File: src/hw/rtl/power_sign_gradient_scaler_core_macros.svh
// Assertion macros of the power-sign gradient scaler core.
`ifndef POWER_SIGN_GRADIENT_SCALER_CORE_MACROS_SVH
`define POWER_SIGN_GRADIENT_SCALER_CORE_MACROS_SVH

// Implication checked on every clock edge outside reset.
`define PSGS_ASSERT_IMPL(lbl, ante, cons, msg) \
  lbl: assert property (@(posedge clk_i) disable iff (!rst_ni) (ante) |-> (cons)) \
    else $error(msg);

// Implication whose consequent is checked in the cycle after the antecedent.
`define PSGS_ASSERT_NEXT(lbl, ante, cons, msg) \
  lbl: assert property (@(posedge clk_i) disable iff (!rst_ni) (ante) |=> (cons)) \
    else $error(msg);

`endif

File: src/hw/rtl/psgs_pkg.sv
// Package with constants and shared types of the power-sign gradient scaler.
package psgs_pkg;
  localparam int unsigned Depth    = 4096;
  localparam int unsigned IdxW     = 12;
  localparam int unsigned AddrW    = 12;
  localparam logic [16:0] QOne     = 17'd65536;
  localparam logic [16:0] Beta1Rst = 17'd58982;
  localparam logic [19:0] BaseRst  = 20'd178145;
  localparam logic [1:0]  RegBeta1 = 2'd0;
  localparam logic [1:0]  RegBase  = 2'd1;
  localparam logic [1:0]  RegDecay = 2'd2;

  // Work request to the power unit and its answer.
  typedef struct packed {
    logic        start;
    logic [19:0] base;
    logic [16:0] expo;
  } pow_req_t;

  typedef struct packed {
    logic        done;
    logic [35:0] pos;   // base^e, Q16
    logic [35:0] neg;   // round(2^32 / pos); not valid when zero is set
    logic        zero;
  } pow_rsp_t;

  function automatic logic [16:0] clamp_one(input logic [16:0] v);
    return (v > QOne) ? QOne : v;
  endfunction
endpackage

File: src/hw/rtl/psgs_power.sv
// Sequential unit that forms base^e and its reciprocal with square roots and a divider.
module psgs_power (
  input  logic               clk_i,
  input  logic               rst_ni,
  input  psgs_pkg::pow_req_t req_i,
  output psgs_pkg::pow_rsp_t rsp_o
);
  import psgs_pkg::*;

  localparam logic [2:0] StIdle = 3'd0;
  localparam logic [2:0] StSqrt = 3'd1;
  localparam logic [2:0] StMul  = 3'd2;
  localparam logic [2:0] StDiv  = 3'd3;
  localparam logic [2:0] StDone = 3'd4;

  logic [2:0]  st_q, st_d;
  logic [4:0]  k_q, k_d;        // bit of the exponent being handled
  logic [5:0]  it_q, it_d;      // iteration counter of the sqrt and divide loops
  logic [16:0] e_q, e_d;
  logic [35:0] r_q, r_d;        // current root, Q16
  logic [35:0] acc_q, acc_d;
  logic [55:0] sv_q, sv_d;      // radicand remainder
  logic [35:0] sres_q, sres_d;
  logic [55:0] sbit_q, sbit_d;
  logic [33:0] dn_q, dn_d;      // divider numerator remainder
  logic [33:0] dq_q, dq_d;
  logic [41:0] prod;
  logic [55:0] strial;
  logic [36:0] dtrial;

  // The exponent never exceeds one, so the accumulator and the roots stay below 2^21.
  assign prod   = acc_q[20:0] * r_q[20:0];
  assign strial = sres_q + sbit_q;
  assign dtrial = {dn_q[32:0], dq_q[33]} - {1'b0, acc_q};

  always_comb begin
    st_d = st_q; k_d = k_q; it_d = it_q; e_d = e_q; r_d = r_q; acc_d = acc_q;
    sv_d = sv_q; sres_d = sres_q; sbit_d = sbit_q; dn_d = dn_q; dq_d = dq_q;
    unique case (st_q)
      StIdle: begin
        if (req_i.start) begin
          e_d   = req_i.expo;
          r_d   = {16'd0, req_i.base};
          acc_d = 36'd65536;
          k_d   = 5'd16;
          st_d  = StMul;
        end
      end
      StMul: begin
        // Multiply in the current root when its exponent bit is set.
        if (e_q[k_q]) acc_d = 36'((prod + 42'h8000) >> 16);
        if (k_q == 5'd0) begin
          st_d = StDiv; it_d = 6'd0; dn_d = 34'd0; dq_d = 34'h1_0000_0000 + 34'(acc_d >> 1);
        end else begin
          sv_d = 56'(r_q) << 16;
          sres_d = 36'd0; sbit_d = 56'd1 << 54; it_d = 6'd0;
          st_d = StSqrt;
        end
      end
      StSqrt: begin
        // One result bit of the integer square root per cycle.
        if (sv_q >= strial) begin
          sv_d   = sv_q - strial;
          sres_d = 36'((56'(sres_q) >> 1) + sbit_q);
        end else begin
          sres_d = sres_q >> 1;
        end
        sbit_d = sbit_q >> 2;
        it_d   = it_q + 6'd1;
        if (it_q == 6'd27) begin
          r_d  = sres_d;
          k_d  = k_q - 5'd1;
          st_d = StMul;
        end
      end
      StDiv: begin
        // Restoring division of 2^32 + p/2 by p, one quotient bit per cycle.
        if (acc_q == 36'd0) begin
          st_d = StDone;
        end else begin
          if (!dtrial[36]) begin
            dn_d = dtrial[33:0];
            dq_d = {dq_q[32:0], 1'b1};
          end else begin
            dn_d = {dn_q[32:0], dq_q[33]};
            dq_d = {dq_q[32:0], 1'b0};
          end
          it_d = it_q + 6'd1;
          if (it_q == 6'd33) st_d = StDone;
        end
      end
      StDone:  st_d = StIdle;
      default: st_d = StIdle;
    endcase
  end

  always_ff @(posedge clk_i or negedge rst_ni) begin
    if (!rst_ni) begin
      st_q <= StIdle;
      k_q  <= 5'd0;
      it_q <= 6'd0;
    end else begin
      st_q <= st_d;
      k_q  <= k_d;
      it_q <= it_d;
    end
  end

  always_ff @(posedge clk_i) begin
    e_q <= e_d; r_q <= r_d; acc_q <= acc_d; sv_q <= sv_d; sres_q <= sres_d;
    sbit_q <= sbit_d; dn_q <= dn_d; dq_q <= dq_d;
  end

  assign rsp_o.done = (st_q == StDone);
  assign rsp_o.pos  = acc_q;
  assign rsp_o.neg  = {2'd0, dq_q};
  assign rsp_o.zero = (acc_q == 36'd0);
endmodule

File: config.mk
export PLATFORM = sky130hd
export DESIGN_NAME = psgs_power
export DESIGN_NICKNAME = d
export VERILOG_FILES = /design/src/hw/rtl/power_sign_gradient_scaler_core_macros.svh /design/src/hw/rtl/psgs_pkg.sv /design/src/hw/rtl/psgs_power.sv
export SDC_FILE = /design/constraint.sdc
export NUM_CORES = 2
export LEC_CHECK = 0
export BUFFER_PORTS_ARGS = -buffer_cell sky130_fd_sc_hd__buf_4
export CAP_MARGIN = 20
export CELL_PAD_IN_SITES_DETAIL_PLACEMENT = 0
export CELL_PAD_IN_SITES_GLOBAL_PLACEMENT = 2
export CORE_MARGIN = 3
export CORE_UTILIZATION = 38
export CTS_BUF_LIST = sky130_fd_sc_hd__clkbuf_2 sky130_fd_sc_hd__clkbuf_4 sky130_fd_sc_hd__clkbuf_8
export CTS_CLUSTER_SIZE = 14
export DETAILED_ROUTE_END_ITERATION = 7
export HOLD_SLACK_MARGIN = 0.02
export PLACE_DENSITY_LB_ADDON = 0.1
export REMOVE_ABC_BUFFERS = 1
export SLEW_MARGIN = 20
export SYNTH_ARGS = -nofsm -noshare
export SYNTH_HDL_FRONTEND = slang
export SYNTH_SLANG_ARGS = --single-unit
File: constraint.sdc
create_clock -name clk_i -period 8.72 [get_ports clk_i]
set_clock_uncertainty 0.2 [all_clocks]
set_input_delay 0.872 -clock clk_i [delete_from_list [all_inputs] [get_ports clk_i]]
set_output_delay 0.872 -clock clk_i [all_outputs]
set_load 0.03 [all_outputs]
# After elaboration in Yosys (flattened, before gate mapping)
# Cells that the tools add are included.
# op_classes
n_addsub,8
n_mul,1
magnitude_cmp,2
n_eq_ne,14
n_mux,36
reduce_logical,17
# ops
operator,count
36-bit 2-to-1 mux,7
56-bit case mux with 2 select lines,2
36-bit case mux with 2 select lines,3
56-bit 2-to-1 mux,3
33-bit 2-to-1 mux,3
34-bit 2-to-1 mux,2
34-bit case mux with 2 select lines,1
33-bit case mux with 2 select lines,1
36-bit by 56-bit adder with 56-bit output,1
56-bit >= comparator,1
56-bit subtractor,1
"42-bit by 16-bit adder with 42-bit output, second input constant",1
21-bit by 21-bit multiplier with 42-bit output,1
34-bit by 36-bit subtractor with 37-bit output,1
35-bit by 36-bit adder with 36-bit output,1
36-bit logical NOT,1
"33-bit by 34-bit adder with 34-bit output, first input constant",1
6-bit case mux with 3 select lines,1
3-bit AND reduction,5
"2-bit != test, second input constant",7
3-bit 2-to-1 mux,4
3-bit case mux with 4 select lines,1
5-bit 2-to-1 mux,2
5-bit case mux with 2 select lines,1
other kinds (18),26
# totals
regBits,318
inputBits,40
output_inout_bits,74
elab_cells,90

# Logic depth before layout (Yosys ltp)
# depth
ltp_word,7
depth_mapped,27
depth_no_buf,26

# Worst setup path before layout
# OpenSTA, ideal clock, no wires.
# synth_timing
path_kind,flip-flop to flip-flop
start,register sres_q[2]
end,register sv_q[0] (enable)
setup_ns,0.547
arrival_time_ns,8.839
required_ns,7.973
path_slack_ns,-0.866
path_stages_with_launch,24
path_buffers,2
period_less_slack_ns,9.586
cell_sequence,edfxtp_1 > ha_1 > a31oi_1 > o21bai_1 > a31oi_1 > o21ai_1 > a211oi_2 > o31ai_1 > a211o_1 > a21o_1 > o31a_1 > xnor2_1 > ha_1 > clkbuf_1 > nand3_1 > nor4_1 > nand2_1 > o211ai_1 > a211oi_2 > o21ai_1 > a21oi_4 > and2_4 > buf_6 > o21ai_0
# synth_between
elab_chain_len,4
# synth_lines
item,line_no,rtl
from (decl),psgs_power.sv:23,"logic [35:0] sres_q, sres_d;"
from (signal assigned),psgs_power.sv:110,e_q <= e_d; r_q <= r_d; acc_q <= acc_d; sv_q <= sv_d; sres_q <= sres_d;
36-bit by 56-bit adder with 56-bit output,psgs_power.sv:33,assign strial = sres_q + sbit_q;
56-bit >= comparator,psgs_power.sv:62,if (sv_q >= strial) begin
2-bit != test (no source line),-,
3-bit AND reduction (no source line),-,
to (signal assigned),psgs_power.sv:110,
to (decl),psgs_power.sv:22,"logic [55:0] sv_q, sv_d;"
# Every way passes these cells.
# A chain may end at the register's enable or synchronous reset.

# Worst setup path after layout
# layout_timing
start,register acc_q[5]
end,"register dq_q[24], data pin"
# layout_between
elab_chain_len,7
# layout_lines
item,line_no,rtl
from (decl),psgs_power.sv:21,"logic [35:0] acc_q, acc_d;"
from (signal assigned),psgs_power.sv:110,
21-bit by 21-bit multiplier with 42-bit output,psgs_power.sv:32,assign prod = acc_q[20:0] * r_q[20:0];
42-bit by 16-bit adder with 42-bit output,psgs_power.sv:51,if (e_q[k_q]) acc_d = 36'((prod + 42'h8000) >> 16);
36-bit 2-to-1 mux *,psgs_power.sv:51,
36-bit 2-to-1 mux *,psgs_power.sv:39,unique case (st_q)
33-bit by 34-bit adder with 34-bit output *,psgs_power.sv:53,st_d = StDiv; it_d = 6'd0; dn_d = 34'd0; dq_d = 34'h1_0000_0000 + 34'(acc_d >> 1);
34-bit 2-to-1 mux *,psgs_power.sv:52,if (k_q == 5'd0) begin
34-bit case mux with 2 select lines *,psgs_power.sv:39,
via dq_d[24],psgs_power.sv:26,"logic [33:0] dq_q, dq_d;"
to (signal assigned),psgs_power.sv:111,sbit_q <= sbit_d; dn_q <= dn_d; dq_q <= dq_d;
to (decl),psgs_power.sv:26,
# Mark *: on every way through the listed nets, which the timed path passes. The rest lies on a longest branch. The select of a mux whose other input is x is not followed.

==> flow_metrics.env <==
export IMPL_outcome="finished clean"
export IMPL_crit_top_cell="fa_1"
export IMPL_grt_pass1_wl_mm=165
export IMPL_end_kind="register"
export IMPL_synth_edf_count=275
export IMPL_ioPinCount=114
export IMPL_ys_seq_area_frac=0.257
export IMPL_routed_wirelength_mm=105
export IMPL_timing_max_cap_violations=0
export IMPL_critPathLaunch="acc_q[5]$_SDFFCE_PN0P_"
export IMPL_die_height_um=303
export IMPL_r2r_end="dq_q[24]$_DFFE_PP_"
export IMPL_first_pass_iters=7
export IMPL_endpoint="dq_q[24]$_DFFE_PP_"
export IMPL_numCtsBuffers=57
export IMPL_synthAdderAreaFrac=0.323
export IMPL_overflow=0
export IMPL_first_global_vias=27500
export IMPL_regArea_sq_um=8610
export IMPL_crit_fanout=14
export IMPL_dieWidth_um=303
export IMPL_netlist_instances=3643
export IMPL_die_area_sq_um=91600
export IMPL_hpwlAfterDp_mm=81.1
export IMPL_worstSetupPathType="register to register"
export IMPL_ys_types=75
export IMPL_tns_ns=0
export IMPL_slowest_stage="edfxtp_1"
export IMPL_fillerInstances=8650
export IMPL_cp_required_ns=8.87
export IMPL_drive_gt1_frac=0.0824
export IMPL_core_area_sq_um=87000
export IMPL_period_share=0.936
export IMPL_hold_viol_final=0
export IMPL_grt_usage=0.233
export IMPL_r2r_slack_ns=0.56
export IMPL_reg2reg_from="acc_q[5]$_SDFFCE_PN0P_"
export IMPL_start_util=0.384
export IMPL_h_tree_depth=2
export IMPL_antenna_found_initial=3
export IMPL_std_cell_rows=108
export IMPL_busiest_layer="met2"
export IMPL_slew_headroom=0.202
export IMPL_start_kind="register"
export IMPL_rr_worst_depth=24
export IMPL_multiInputGateArea_sq_um=22300
export IMPL_clk_pin_slew_ns=0.07
export IMPL_async_flop_share=0.0484
export IMPL_wire_per_inst_um=21.2
export IMPL_avgSynthCellArea_sq_um=9.18
export IMPL_num_vias=25800
export IMPL_worstMarginPinSlew_ns=1.20
export IMPL_worstPathCellList="and2_1, fa_1, inv_1, fa_1, fa_1, fa_1, inv_1, fa_1, fa_1, inv_1, fa_1, inv_1, ha_1, nand2_1, o21ai_0, nor2_1, a31oi_1, buf_4, a21oi_1, nor4bb_1, o21a_1, nor3_1, a21oi_1, a21oi_1"
export IMPL_place_gp_congestion=0.856
export IMPL_placement_io_buffers=110
export IMPL_drc=0
export IMPL_clockBufferDepth=3
export IMPL_hold_class="input port to register"
export IMPL_avgViaCountPerCell=5.22
export IMPL_synth_seq_cells=289
export IMPL_synth_compound_area_frac=0.116
export IMPL_clk_latency_ns=0.71
export IMPL_grt_use_met1=0.327
export IMPL_yosysWarnings=0
export IMPL_synth_simple_area_share=0.167
export IMPL_synth_area_mux_share=0.0160
export IMPL_cts_sinks=289
export IMPL_syn_area_sq_um=33400
export IMPL_yosys_area_share_xor_xnor=0.0411
export IMPL_synth_ff_type="edfxtp_1"
export IMPL_worstPathArrival_ns=8.31
export IMPL_fmax_mhz=123
export IMPL_fin_crit_ns=8.16
export IMPL_drv_slew=0
export IMPL_grt_start_max_net_pins=74
export IMPL_ant_nets=0
export IMPL_synthToLayoutAreaGrowth_pct=10.5
export IMPL_use_met2=0.387
export IMPL_clockRootBuffer="clkbuf_8"
export IMPL_drt_initial_drc_count=1290
export IMPL_critPathMaxStageDelay_ns=0.70
export IMPL_rsz0062_at_grt="false"
export IMPL_grtUsageMet3=0.0279
export IMPL_synth_top_family_by_area="adder cells"
export IMPL_fin_nets=4413
export IMPL_setup_viol=0
export IMPL_cts_tree="built"
==> worst min-delay path by stage <==
stage	start	endpoint	slack (ns)	depth (start not counted)
floorplan	r_q[22]$_SDFFCE_PN0P_	sv_q[38]$_DFFE_PP_	0.29	2
global placement	r_q[30]$_SDFFCE_PN0P_	sv_q[46]$_DFFE_PP_	0.31	2
detailed placement	r_q[31]$_SDFFCE_PN0P_	sv_q[47]$_DFFE_PP_	0.31	2
CTS	req_i[0]	e_q[0]$_DFFE_PP_	0.08	1
global route	req_i[0]	e_q[0]$_DFFE_PP_	0.09	1
finish	req_i[16]	e_q[16]$_DFFE_PP_	0.14	1
==> through the flow <==
stage	hold slack [ns]	area [sq um]	std cells	util	setup WS (ns)
after floorplan	0.295	32800	3482	-	-1.04
after global placement	0.314	35700	4821	0.410	0.658
after detailed placement	0.312	35700	4821	0.410	0.575
after CTS	0.0804	36900	4930	0.424	0.525
after global routing	0.0879	36900	4931	0.424	0.173
final	0.142	36900	4933	0.424	0.561
==> synthesized netlist by cell type (all sizes together), types with 36 or more instances <==
library cell    n  area [sq um]
mux2i          41           410
nor3           43           215
a21oi         184           932
o21ai         158           791
nand2         448          1690
a21o           56           420
xor2           49           429
xnor2         108           946
and2          249          1560
ha            286          3580
nand3          36           180
fa            361          7230
clkbuf        145           544
a31oi          40           250
nor2          260           976
inv           533          2000
edfxtp        275          8260
==> repair_timing <==
action,4_1_cts,5_1_grt
endpoints found under the hold margin,14,0
gates resized for setup,0,0
buffers inserted,0,0
hold buffers,1,0
==> flip-flops by register name, indices dropped and copies added (netlist names) <==
register  cells
sv_q         56
e_q          17
dn_q         33
sres_q       36
k_q           5
r_q          36
sbit_q       28
it_q          6
st_q          3
dq_q         34
acc_q        35
==> critical path, delay by kind of cell (launching register included) <==
family / cells / cell delay, ns
compound gates: 6 / 1.32
buf+inv: 5 / 0.42
flops: 1 / 0.70
fa+ha+maj: 8 / 4.02
simple gates: 5 / 1.15
==> per-layer routing <==
metal | up-vias | wire length (um)
li1 | 12200 | -
met1 | 12900 | 48900
met2 | 513 | 49400
met3 | 117 | 4430
met4 | 0 | 2140
met5 | - | 0
==> layout make-up <==
class	count	share of cell area
multi-input cells	2660	0.602
flip-flops and latches	289	0.233
inverters	533	0.0542
well taps	1155	0.0391
repair buffers	185	0.0377
clock buffers	63	0.0225
clock inverters	45	0.0108
diodes	3	0.000203
==> cells in the final DEF, fill, tap and decap left out, types with 28 or more instances in the layout <==
master	instances
nand3_1	36
nand4_1	28
xnor2_1	108
nand2_1	444
ha_1	286
mux2i_1	41
nor3_1	41
a31oi_1	40
clkbuf_8	57
xor2_1	49
a21o_1	56
a21oi_1	183
buf_4	184
inv_1	531
edfxtp_1	275
fa_1	361
nor2_1	260
and2_1	248
o21ai_0	142
==> cells by family after synthesis <==
kind of cell	count (synthesis)
multiplexers	48
AND/OR/NAND/NOR	1181
buffers and inverters	696
other	1
AO/OA/AOI/OAI	624
adder cells (fa/ha/maj)	647
flip-flops	289
XOR/XNOR	157
Power is not shown: default switching activity piles up to over one toggle a cycle in this logic, so the estimate is an artifact.
